File: config.mk
export PLATFORM = sky130hd
export DESIGN_NAME = ifa_div_step
export DESIGN_NICKNAME = d
export VERILOG_FILES = /design/src/hw/rtl/ifa_pkg.sv /design/src/hw/rtl/ifa_div_step.sv
export SDC_FILE = /design/constraint.sdc
export NUM_CORES = 1
export LEC_CHECK = 0
export CORE_AREA = 4 4 209 211
export DETAILED_ROUTE_END_ITERATION = 6
export DIE_AREA = 0 0 213 215
export DONT_BUFFER_PORTS = 1
export MAX_ROUTING_LAYER = met4
export PLACE_DENSITY = 0.3
export SYNTH_ARGS = -nofsm -noshare
export SYNTH_HDL_FRONTEND = slang
export SYNTH_SLANG_ARGS = --single-unit
export TNS_END_PERCENT = 5
File: constraint.sdc
create_clock -name vclk -period 5
set_input_delay 1 -clock vclk [all_inputs]
set_output_delay 1 -clock vclk [all_outputs]
set_load 0.005 [all_outputs]
File: src/hw/rtl/ifa_pkg.sv
// Shared opcodes, constants and the pipeline stage record of the integer and float ALU.
`default_nettype none
package ifa_pkg;

  localparam logic [4:0] OP_LW    = 5'd0;
  localparam logic [4:0] OP_SW    = 5'd1;
  localparam logic [4:0] OP_ADD   = 5'd2;
  localparam logic [4:0] OP_ADDI  = 5'd3;
  localparam logic [4:0] OP_SUB   = 5'd4;
  localparam logic [4:0] OP_SUBI  = 5'd5;
  localparam logic [4:0] OP_XOR   = 5'd6;
  localparam logic [4:0] OP_BEQZ  = 5'd7;
  localparam logic [4:0] OP_BNEZ  = 5'd8;
  localparam logic [4:0] OP_BLTZ  = 5'd9;
  localparam logic [4:0] OP_BGTZ  = 5'd10;
  localparam logic [4:0] OP_BLEZ  = 5'd11;
  localparam logic [4:0] OP_BGEZ  = 5'd12;
  localparam logic [4:0] OP_JUMP  = 5'd13;
  localparam logic [4:0] OP_LWS   = 5'd16;
  localparam logic [4:0] OP_SWS   = 5'd17;
  localparam logic [4:0] OP_ADDS  = 5'd18;
  localparam logic [4:0] OP_SUBS  = 5'd19;
  localparam logic [4:0] OP_MULTS = 5'd20;
  localparam logic [4:0] OP_DIVS  = 5'd21;

  localparam logic [31:0] QNAN     = 32'h7FC0_0000;
  localparam logic [31:0] ALL_ONES = 32'hFFFF_FFFF;

  // Quotient bits produced by the divider, one per stage.
  localparam int unsigned DivSteps  = 26;
  localparam int unsigned StDiv0    = 4;
  localparam int unsigned StLzc     = StDiv0 + DivSteps;
  localparam int unsigned StShift   = StLzc + 1;
  localparam int unsigned StDenorm  = StLzc + 2;
  localparam int unsigned StRound   = StLzc + 3;
  localparam int unsigned NumStages = StLzc + 4;

  typedef enum logic [1:0] {
    KIND_INT,
    KIND_ADD,
    KIND_MUL,
    KIND_DIV
  } kind_e;

  typedef struct packed {
    kind_e        kind;
    logic         done;     // result already final (integer, bad opcode or special value)
    logic         bad;
    logic [31:0]  res;
    logic         sign;
    logic         eff_sub;
    logic         sa;
    logic         sb;
    logic [10:0]  ea;
    logic [10:0]  eb;
    logic [23:0]  ma;
    logic [23:0]  mb;
    logic [4:0]   lza;
    logic [4:0]   lzb;
    logic [10:0]  exp;
    logic [27:0]  wm;
    logic [4:0]   lz;
    logic [47:0]  prod;
    logic [24:0]  rem;
    logic [25:0]  quo;
    logic         ovf;
    logic [7:0]   efld;
  } pipe_t;

endpackage
`default_nettype wire

File: src/hw/rtl/ifa_div_step.sv
// One restoring division step that yields a single quotient bit.
`default_nettype none
module ifa_div_step
  import ifa_pkg::*;
(
  input  pipe_t stage_i,
  output pipe_t stage_o
);

  logic        ge;
  logic [24:0] diff;

  assign ge   = stage_i.rem >= {1'b0, stage_i.mb};
  assign diff = ge ? stage_i.rem - {1'b0, stage_i.mb} : stage_i.rem;

  always_comb begin
    stage_o = stage_i;
    if (!stage_i.done && stage_i.kind == KIND_DIV) begin
      stage_o.quo = {stage_i.quo[24:0], ge};
      stage_o.rem = {diff[23:0], 1'b0};
    end
  end

endmodule
`default_nettype wire

# Yosys cells after proc, flatten, opt, wreduce, memory -nomap -nowiden
# Cells that the tools add are included.
classes:
  mux: 2
  n_addsub: 1
  eq_ne: 1
  n_reduce_logical: 2
  order_cmp: 1
ops:
  columns: ["operator", "count"]
  rows:
  - ["2-to-1 mux 51 bit", 1]
  - ["greater-or-equal comparator 25 x 24 -> 1 bit", 1]
  - ["2-to-1 mux 24 bit", 1]
  - ["subtractor 24 bit", 1]
  - ["equality test 2 bit, second input constant", 1]
  - ["logical AND 1 bit", 1]
  - ["logical NOT 1 bit", 1]
totals:
  regBits: 0
  wordCells: 7
  output_inout_bits: 272
  in_bits: 272

# Longest topological paths before layout
# Gate-level depths: netlist of run 1.
depth:
  word_depth: 3
  mapped_depth: 12
  ltp_nobuf: 12

# Worst setup path before layout of run 1
# Ideal clock, no wire load.
synth_path:
  path_kind: "input to output"
  start: "in stage_i[168] (netlist bit)"
  end: "out stage_o[40] (netlist bit)"
  cell_stages: 10
  n_path_buf: 1
  slack_ns: 0.657
  required_time_ns: 4.000
  arrival_ns: 3.343
  cell_sequence: "inv_1 ha_1 a2111o_1 o21ai_2 a21oi_2 a211o_1 a311oi_4 buf_6 mux2i_1 o21ai_1"
synth_lines:
  columns: ["item", "line_no", "source"]
  rows:
  - ["start, declared", "ifa_div_step.sv:6", "input pipe_t stage_i,"]
  - ["end, declared", "ifa_div_step.sv:7", "output pipe_t stage_o"]

==> impl_metrics.env, run 1 <==
export IMPL_mostFrequentLayoutCells="nand2_1, buf_4, inv_1"
export IMPL_grt_pass1_vias=3026
export IMPL_synth_seq_area_share_pct=0
export IMPL_fp_dieH_um=215
export IMPL_status="finished, final reports clean"
export IMPL_core_area_um2=41800
export IMPL_startpoint_type="input pin"
export IMPL_final_setup_viol_count=0
export IMPL_min_to="stage_o[107]"
export IMPL_crit_arrival_ps=3670
export IMPL_powerDensity_nw_per_um2=109
export IMPL_yosys_area_top_type_share_pct=42.9
export IMPL_ys_types=47
export IMPL_max_freq_mhz=214
export IMPL_hold_viol=0
export IMPL_switching_share_pct=57.6
export IMPL_regArea_um2=0
export IMPL_total_power_uw=337
export IMPL_layout_commonest_cell="nand2_1"
export IMPL_min_period_over_period_pct=93.4
export IMPL_antenna_found_initial=3
export IMPL_crit_chain="inv_1 -> ha_1 -> nor2b_1 -> o31a_1 -> o21ai_2 -> a21oi_2 -> a211o_1 -> a311oi_4 -> buf_12 -> mux2i_1 -> o21ai_1 -> buf_4"
export IMPL_grt_setup_unrepaired="no"
export IMPL_p_clk_share_pct=0
export IMPL_synth_area_leader_cell="buf_4"
export IMPL_nFlopsAndLatches=0
export IMPL_io_buffers=0
export IMPL_cp_num_buf_inv=3
export IMPL_syn_avg_cell_area_um2=6.57
export IMPL_synthTopCellsByArea="buf_4, nand2_1, ha_1"
export IMPL_min_path_type="input pin to output port"
export IMPL_synth_fp_nets=886
export IMPL_cp_max_fo=15
export IMPL_cp_end_kind="output port"
export IMPL_vias_per_cell=3.15
export IMPL_place_hpwl_um=16100
export IMPL_post_drt_wl_per_cell_um=19.4
export IMPL_gp_congestion=0.669
export IMPL_grt_overflow_total=0
export IMPL_irDropWorstVdd_mv=0.0154
export IMPL_tightest_slew_ps=578
export IMPL_max_slew_margin_pct=61.2
export IMPL_drive_above_1_share_pct=10.8
export IMPL_power_leakage_nw=1.28
export IMPL_multi_input_area_um2=2060
export IMPL_grt_pass1_wl_um=23100
export IMPL_drv_slew=0
export IMPL_dr_total_vias=2908
export IMPL_drtAntennaViolNets=0
export IMPL_fin_nets=679
export IMPL_syn_area_um2=3870
export IMPL_path_class="input pin to output port"
export IMPL_synthCells=589
export IMPL_synth_warnings=0
export IMPL_nFillCells=4955
export IMPL_wirelength_um=17900
export IMPL_crit_family="compound AO/OA/AOI/OAI gates"
export IMPL_dr_pass1_iters=4
export IMPL_pin_count=544
export IMPL_track_usage_pct=7.28
export IMPL_hp_start="stage_i[107]"
export IMPL_nClkBuffers=0
export IMPL_cpMaxStageDelayCell="a311oi_4"
export IMPL_power_frac_comb_pct=100.0
export IMPL_p_int_uw=143
export IMPL_drv_cap=0
export IMPL_power_switching_uw=194
export IMPL_drtIter0Drc=109
export IMPL_die_w_um=213
export IMPL_synthToLayoutAreaGrowth_pct=-20.0
export IMPL_drc=0
export IMPL_hold_path_depth=0
export IMPL_cpPeakStageDelay_ps=380
export IMPL_holdWs_ps=2000
export IMPL_fin_crit_ps=4670
export IMPL_grt_max_degree=45
export IMPL_rows=75
export IMPL_crit_required_ps=4000
export IMPL_seqPwrFrac_pct=0
export IMPL_dieArea_um2=45800
export IMPL_start_util_pct=9.26
-- logic make-up after synthesis --
logic type | after synthesis | synth area share (%)
buffers and inverters | 265 | 47.5
and+or+nand+nor | 163 | 18.1
AOI/OAI and AO/OA | 95 | 16.2
adders and majority gates | 25 | 8.28
xor gates and xnor gates | 21 | 4.75
muxes | 20 | 5.17
-- stage by stage --
step / instance area, um2 / std cells / TNS [ps] / worst slack, ps / utilization (%)
2_1_floorplan: 3870 / 589 / 0 / 657 / -
3_3_place_gp: 3050 / 918 / -4780 / -406 / 7.31
3_5_place_dp: 3050 / 918 / -3980 / -375 / 7.31
4_1_cts: 3070 / 918 / -11.3 / -11.3 / 7.36
5_1_grt: 3100 / 922 / 0 / 20.5 / 7.42
6_report: 3100 / 922 / 0 / 330 / 7.42
-- Yosys cell counts, types with 2 or more instances --
master / instances
a211oi_1: 6
a21boi_0: 2
a21o_1: 7
a21oi_1: 19
a31oi_1: 5
and3_1: 6
buf_4: 221
buf_6: 2
clkbuf_1: 17
ha_1: 24
inv_1: 25
mux2i_1: 20
nand2_1: 110
nand3_1: 8
nand4_1: 6
nor2_1: 16
nor2b_1: 4
nor3_1: 3
nor3b_1: 2
o211ai_1: 4
o21a_1: 3
o21ai_0: 16
o21ai_1: 16
o21bai_1: 4
or3_1: 2
xnor2_1: 15
xor2_1: 6
-- what timing repair did --
| item | CTS | global route |
|---|---|---|
| hold buffers | 0 | 0 |
| gates resized for setup | 3 | 2 |
| endpoints found under the setup margin | 25 | 15 |
| pin swaps | 0 | 3 |
| setup buffers | 0 | 1 |
-- power groups by stage --
stage	Clock [mW]	Sequential [mW]	Combinational, mW
floorplan	0	0	0.370
global placement	0	0	0.344
detailed placement	0	0	0.343
CTS	0	0	0.346
global route	0.0000000806	0	0.376
finish	0.0000000806	0	0.337
-- area by class of cell --
| type | instances | share of cell area [%] |
|---|---|---|
| inverter | 25 | 3.03 |
| antenna | 3 | 0.242 |
| tap | 539 | 21.8 |
| timing repair buffer | 31 | 8.32 |
| multi-input combinational | 324 | 66.6 |
-- worst max path at each step --
| stage | cells past startpoint | startpoint | endpoint |
|---|---|---|---|
| after floorplan | 10 | stage_i[168] | stage_o[40] |
| after global placement | 10 | stage_i[178] | stage_o[57] |
| after detailed placement | 10 | stage_i[178] | stage_o[57] |
| after CTS | 11 | stage_i[178] | stage_o[42] |
| after global routing | 11 | stage_i[172] | stage_o[42] |
| final | 12 | stage_i[163] | stage_o[46] |
-- routing by layer --
| layer | up-vias | share of wire [%] | global-route usage, % |
|---|---|---|---|
| met1 | 1264 | 29 | 5.71 |
| met2 | 252 | 49 | 13.0 |
| met3 | 88 | 16 | 4.65 |
| met5 | - | 0 | - |
| li1 | 1304 | - | - |
| met4 | 0 | 5.4 | 3.29 |
Power figures use the tool's default switching activity.
==> run 2: changes to the inputs <==
--- a/config.mk
+++ b/config.mk
@@ -5,9 +5,9 @@
 export SDC_FILE = /design/constraint.sdc
 export NUM_CORES = 1
 export LEC_CHECK = 0
-export CORE_AREA = 4 4 209 211
+export CORE_AREA = 4 4 207 209
 export DETAILED_ROUTE_END_ITERATION = 6
-export DIE_AREA = 0 0 213 215
+export DIE_AREA = 0 0 211 213
 export DONT_BUFFER_PORTS = 1
 export MAX_ROUTING_LAYER = met4
 export PLACE_DENSITY = 0.3
==> run 2 against run 1 <==
Via count is 0.65% higher. Critical path depth stayed put. Power is 5.0% higher. Maximum frequency is 2.2% lower. Sequential share of layout area stayed put. First-iteration DRC count is 17% lower. Count of clock-buffer cells in the layout stayed put. Utilization is 0.55 points higher. Non-clock buffer count is 29 higher. Die area is 1.9% lower. Largest power group unchanged.
==> impl_metrics.env, run 2 (synthesis gave the netlist of run 1 again) <==
export IMPL_pin_count=544
export IMPL_synthToLayoutAreaGrowth_pct=-15.9
export IMPL_min_path_type="input pin to output port"
export IMPL_layout_commonest_cell="nand2_1"
export IMPL_grt_overflow_total=0
export IMPL_power_switching_uw=192
export IMPL_core_area_um2=40800
export IMPL_mostFrequentLayoutCells="nand2_1, buf_4, inv_1"
export IMPL_nFillCells=4814
export IMPL_fin_crit_ps=4770
export IMPL_status="finished, final reports clean"
export IMPL_cts_resized_gates=0
export IMPL_power_frac_comb_pct=100.0
export IMPL_switching_share_pct=54.4
export IMPL_drc=0
export IMPL_cpPeakStageDelay_ps=400
export IMPL_cp_num_buf_inv=3
export IMPL_drive_above_1_share_pct=16.1
export IMPL_antennaDiodeCount=0
export IMPL_vias_per_cell=3.11
export IMPL_crit_family="compound AO/OA/AOI/OAI gates"
export IMPL_powerDensity_nw_per_um2=109
export IMPL_dr_pass1_iters=4
export IMPL_cp_end_kind="output port"
export IMPL_drv_cap=0
export IMPL_min_period_over_period_pct=95.5
export IMPL_power_leakage_nw=1.40
export IMPL_wirelength_um=16800
export IMPL_antenna_found_initial=0
export IMPL_crit_chain="inv_1 -> ha_1 -> nor2b_1 -> o31a_1 -> o21ai_2 -> a21oi_2 -> a211o_1 -> a311oi_4 -> buf_4 -> mux2i_1 -> o21ai_1 -> buf_4"
export IMPL_start_util_pct=9.47
export IMPL_place_hpwl_um=15200
export IMPL_max_freq_mhz=209
export IMPL_final_setup_viol_count=0
export IMPL_multi_input_area_um2=2030
export IMPL_dr_total_vias=2927
export IMPL_p_clk_share_pct=0
export IMPL_gp_congestion=0.688
export IMPL_nClkBuffers=0
export IMPL_dieArea_um2=44900
export IMPL_post_drt_wl_per_cell_um=17.9
export IMPL_track_usage_pct=7.00
export IMPL_rows=74
export IMPL_pre_cts_ws_ps=45.3
export IMPL_drv_slew=0
export IMPL_grt_setup_unrepaired="yes"
export IMPL_seqPwrFrac_pct=0
export IMPL_p_int_uw=161
export IMPL_drtAntennaViolNets=0
export IMPL_max_slew_margin_pct=37.8
export IMPL_crit_required_ps=4000
export IMPL_die_w_um=211
export IMPL_nFlopsAndLatches=0
export IMPL_setup_ws_ps=226
export IMPL_fin_nets=708
export IMPL_io_buffers=0
export IMPL_finish_utilization_pct=7.97
export IMPL_cp_max_fo=11
export IMPL_crit_arrival_ps=3770
export IMPL_hold_path_depth=0
export IMPL_path_class="input pin to output port"
export IMPL_startpoint_type="input pin"
export IMPL_path_common_cell="buf_4"
export IMPL_grt_pass1_vias=3001
export IMPL_grt_max_degree=45
export IMPL_path_depth=12
export IMPL_tightest_slew_ps=933
export IMPL_fp_dieH_um=213
export IMPL_grt_pass1_wl_um=22300
export IMPL_irDropWorstVdd_mv=0.0184
export IMPL_drtIter0Drc=91
export IMPL_cpMaxStageDelayCell="a311oi_4"
export IMPL_hold_viol=0
export IMPL_regArea_um2=0
==> run 2: cell count changes in the layout (fill, tap and decap cells not counted), sizes merged <==
cell   before  now
diode       3    0
buf        31   60
==> run 2: worst paths after layout <==
check    startpoint           end  slack (ps)
min    stage_i[111]  stage_o[111]        2000
max    stage_i[163]   stage_o[53]         230
==> run 2: layout make-up <==
| cell class | instances | area share, % |
|---|---|---|
| Tap cell | 532 | 20.5 |
| Timing Repair Buffer | 60 | 14.2 |
| Multi-Input combinational cell | 324 | 62.4 |
| Inverter | 25 | 2.88 |
==> run 2: layer usage <==
layer	global-route usage (%)	share of wire (%)
met1	6.79	35
met2	11.7	47
met3	3.67	14
met4	3.04	4.8
met5	-	0
==> run 2: power groups by stage <==
| stage | registers (mW) | clock network, mW | logic, mW |
|---|---|---|---|
| 2_1_floorplan | 0 | 0 | 0.370 |
| 3_3_place_gp | 0 | 0 | 0.369 |
| 3_5_place_dp | 0 | 0 | 0.365 |
| 4_1_cts | 0 | 0 | 0.367 |
| 5_1_grt | 0 | 0 | 0.402 |
| 6_report | 0 | 0 | 0.354 |
==> run 2: repair_timing <==
| action | CTS | global route |
|---|---|---|
| endpoints found under the setup margin | 0 | 13 |
| hold buffers | 0 | 0 |
| buffers inserted | 0 | 1 |
==> run 2: metrics by stage <==
stage | hold WS (ps) | total power, mW | std cells | setup TNS (ps) | cell area, um2
final | 2000 | 0.354 | 941 | 0 | 3250
after global routing | 2000 | 0.402 | 941 | -220 | 3250
after CTS | 2000 | 0.367 | 940 | 0 | 3250
after detailed placement | 2000 | 0.365 | 940 | 0 | 3250
after global placement | 2000 | 0.369 | 940 | 0 | 3250
after floorplan | 2080 | 0.370 | 589 | 0 | 3870
==> run 3: changes to the inputs <==
==> constraint.sdc (replaced) <==
create_clock -name vclk -period 4.7
set_input_delay 0.94 -clock vclk [all_inputs]
set_output_delay 0.94 -clock vclk [all_outputs]
set_load 0.005 [all_outputs]
==> run 3 against run 2 <==
Count of clock-buffer cells in the layout did not move. Final area rose by 5.0%. Global-route usage rose by 0.051 points. Utilization rose by 0.40 points. Wire length rose by 0.81%. Worst hold slack got worse by 120 ps. First-iteration DRC count fell by 9.9%. Final cell count rose by 0.43%. Critical path type unchanged. Critical endpoint is now stage_o[54]. Largest cell class unchanged. Largest power group unchanged.
==> impl_metrics.env, run 3 (synthesis gave the netlist of run 1 again) <==
export IMPL_status="finished, final reports clean"
export IMPL_fp_dieH_um=213
export IMPL_dieArea_um2=44900
export IMPL_hp_start="stage_i[111]"
export IMPL_drc=0
export IMPL_grt_overflow_total=0
export IMPL_grt_max_degree=31
export IMPL_path_class="input pin to output port"
export IMPL_synthToLayoutAreaGrowth_pct=-11.6
export IMPL_min_to="stage_o[111]"
export IMPL_fin_nets=712
export IMPL_final_setup_viol_count=0
export IMPL_irDropWorstVdd_mv=0.0186
export IMPL_cpMaxStageDelayCell="o41ai_2"
export IMPL_path_common_cell="buf_6"
export IMPL_layout_commonest_cell="nand2_1"
export IMPL_drv_slew=0
export IMPL_cp_num_buf_inv=6
export IMPL_drtIter0Drc=82
export IMPL_wirelength_um=17000
export IMPL_regArea_um2=0
export IMPL_cp_max_fo=4
export IMPL_stdcell_area_um2=3420
export IMPL_pin_count=544
export IMPL_dr_pass1_iters=4
export IMPL_hold_path_depth=0
export IMPL_vias_per_cell=3.17
export IMPL_die_w_um=211
export IMPL_crit_family="compound AO/OA/AOI/OAI gates"
export IMPL_io_buffers=0
export IMPL_crit_chain="inv_1 -> ha_4 -> a211oi_2 -> nor3b_2 -> o41ai_2 -> nand2_1 -> buf_4 -> a211o_1 -> a311oi_4 -> buf_6 -> buf_6 -> buf_6 -> mux2i_4 -> o21ai_2 -> buf_4"
export IMPL_max_freq_mhz=219
export IMPL_tightest_slew_ps=665
export IMPL_drive_above_1_share_pct=20.1
export IMPL_min_path_type="input pin to output port"
export IMPL_rows=74
export IMPL_post_drt_wl_per_cell_um=17.9
export IMPL_mostFrequentLayoutCells="nand2_1, buf_4, inv_1"
export IMPL_nFlopsAndLatches=0
export IMPL_place_area_um2=3230
export IMPL_place_hpwl_um=15200
export IMPL_crit_required_ps=3760
export IMPL_cp_end_kind="output port"
export IMPL_fin_crit_ps=4570
export IMPL_core_area_um2=40800
export IMPL_startpoint_type="input pin"
export IMPL_max_slew_margin_pct=55.7
export IMPL_drtAntennaViolNets=0
export IMPL_holdWs_ps=1880
export IMPL_grt_pass1_vias=3002
export IMPL_grt_pass1_wl_um=22500
export IMPL_min_period_over_period_pct=97.2
export IMPL_power_leakage_nw=1.44
export IMPL_dr_total_vias=2992
export IMPL_nClkBuffers=0
export IMPL_cpPeakStageDelay_ps=400
export IMPL_hold_viol=0
export IMPL_antenna_found_initial=0
export IMPL_gp_congestion=0.683
export IMPL_total_power_uw=405
export IMPL_powerDensity_nw_per_um2=118
export IMPL_start_util_pct=9.47
export IMPL_track_usage_pct=7.05
export IMPL_drv_cap=0
export IMPL_antennaDiodeCount=0
export IMPL_crit_arrival_ps=3630
[run 3: cell count changes in the layout (fill, tap and decap cells not counted), moves of 2 or more]
cell     delta
ha_1        -2
mux2i_1     -4
mux2i_4     +3
buf_6       +3
[run 3: layout make-up]
| type | count | area (um2) |
|---|---|---|
| multi-input cells | 324 | 2130 |
| inverters | 25 | 93.8 |
| well taps | 532 | 666 |
| repair buffers | 64 | 529 |
| fillers | 4836 | 37400 |
[run 3: per-layer routing]
layer,vias to the layer above,global-route usage (%),part of all wire (%)
met2,245,11.6,46
li1,1367,-,-
met1,1292,7.37,37
met3,88,3.13,12
met5,-,-,0
met4,0,3.04,4.7
[run 3: how the worst max path moves through the flow]
| stage | startpoint | to | cells past startpoint |
|---|---|---|---|
| 2_1_floorplan | stage_i[168] | stage_o[40] | 10 |
| 3_3_place_gp | stage_i[167] | stage_o[58] | 15 |
| 3_5_place_dp | stage_i[163] | stage_o[58] | 12 |
| 4_1_cts | stage_i[163] | stage_o[58] | 12 |
| 5_1_grt | stage_i[180] | stage_o[47] | 15 |
| 6_report | stage_i[180] | stage_o[54] | 15 |
[run 3: what timing repair did]
item | CTS | global route
gates resized for setup | 1 | 21
pin swaps | 1 | 9
hold buffers | 0 | 0
cloned | 0 | 1
endpoints found under the setup margin | 6 | 4
buffers inserted | 2 | 4
[run 3: per-stage QoR]
step / instances / util [%] / TNS, ps / setup WS (ps)
floorplan: 589 / - / 0 / 477
global placement: 938 / 7.92 / -300 / -219
detailed placement: 938 / 7.92 / -414 / -251
CTS: 940 / 7.96 / 0 / 111
global route: 945 / 8.37 / -80.5 / -21.7
finish: 945 / 8.37 / 0 / 132
[run 3: report_power, final]
part | internal [mW] | switching (mW) | total [mW]
clock network | 0 | 0 | 0
registers | 0 | 0 | 0
logic | 0.189 | 0.216 | 0.405
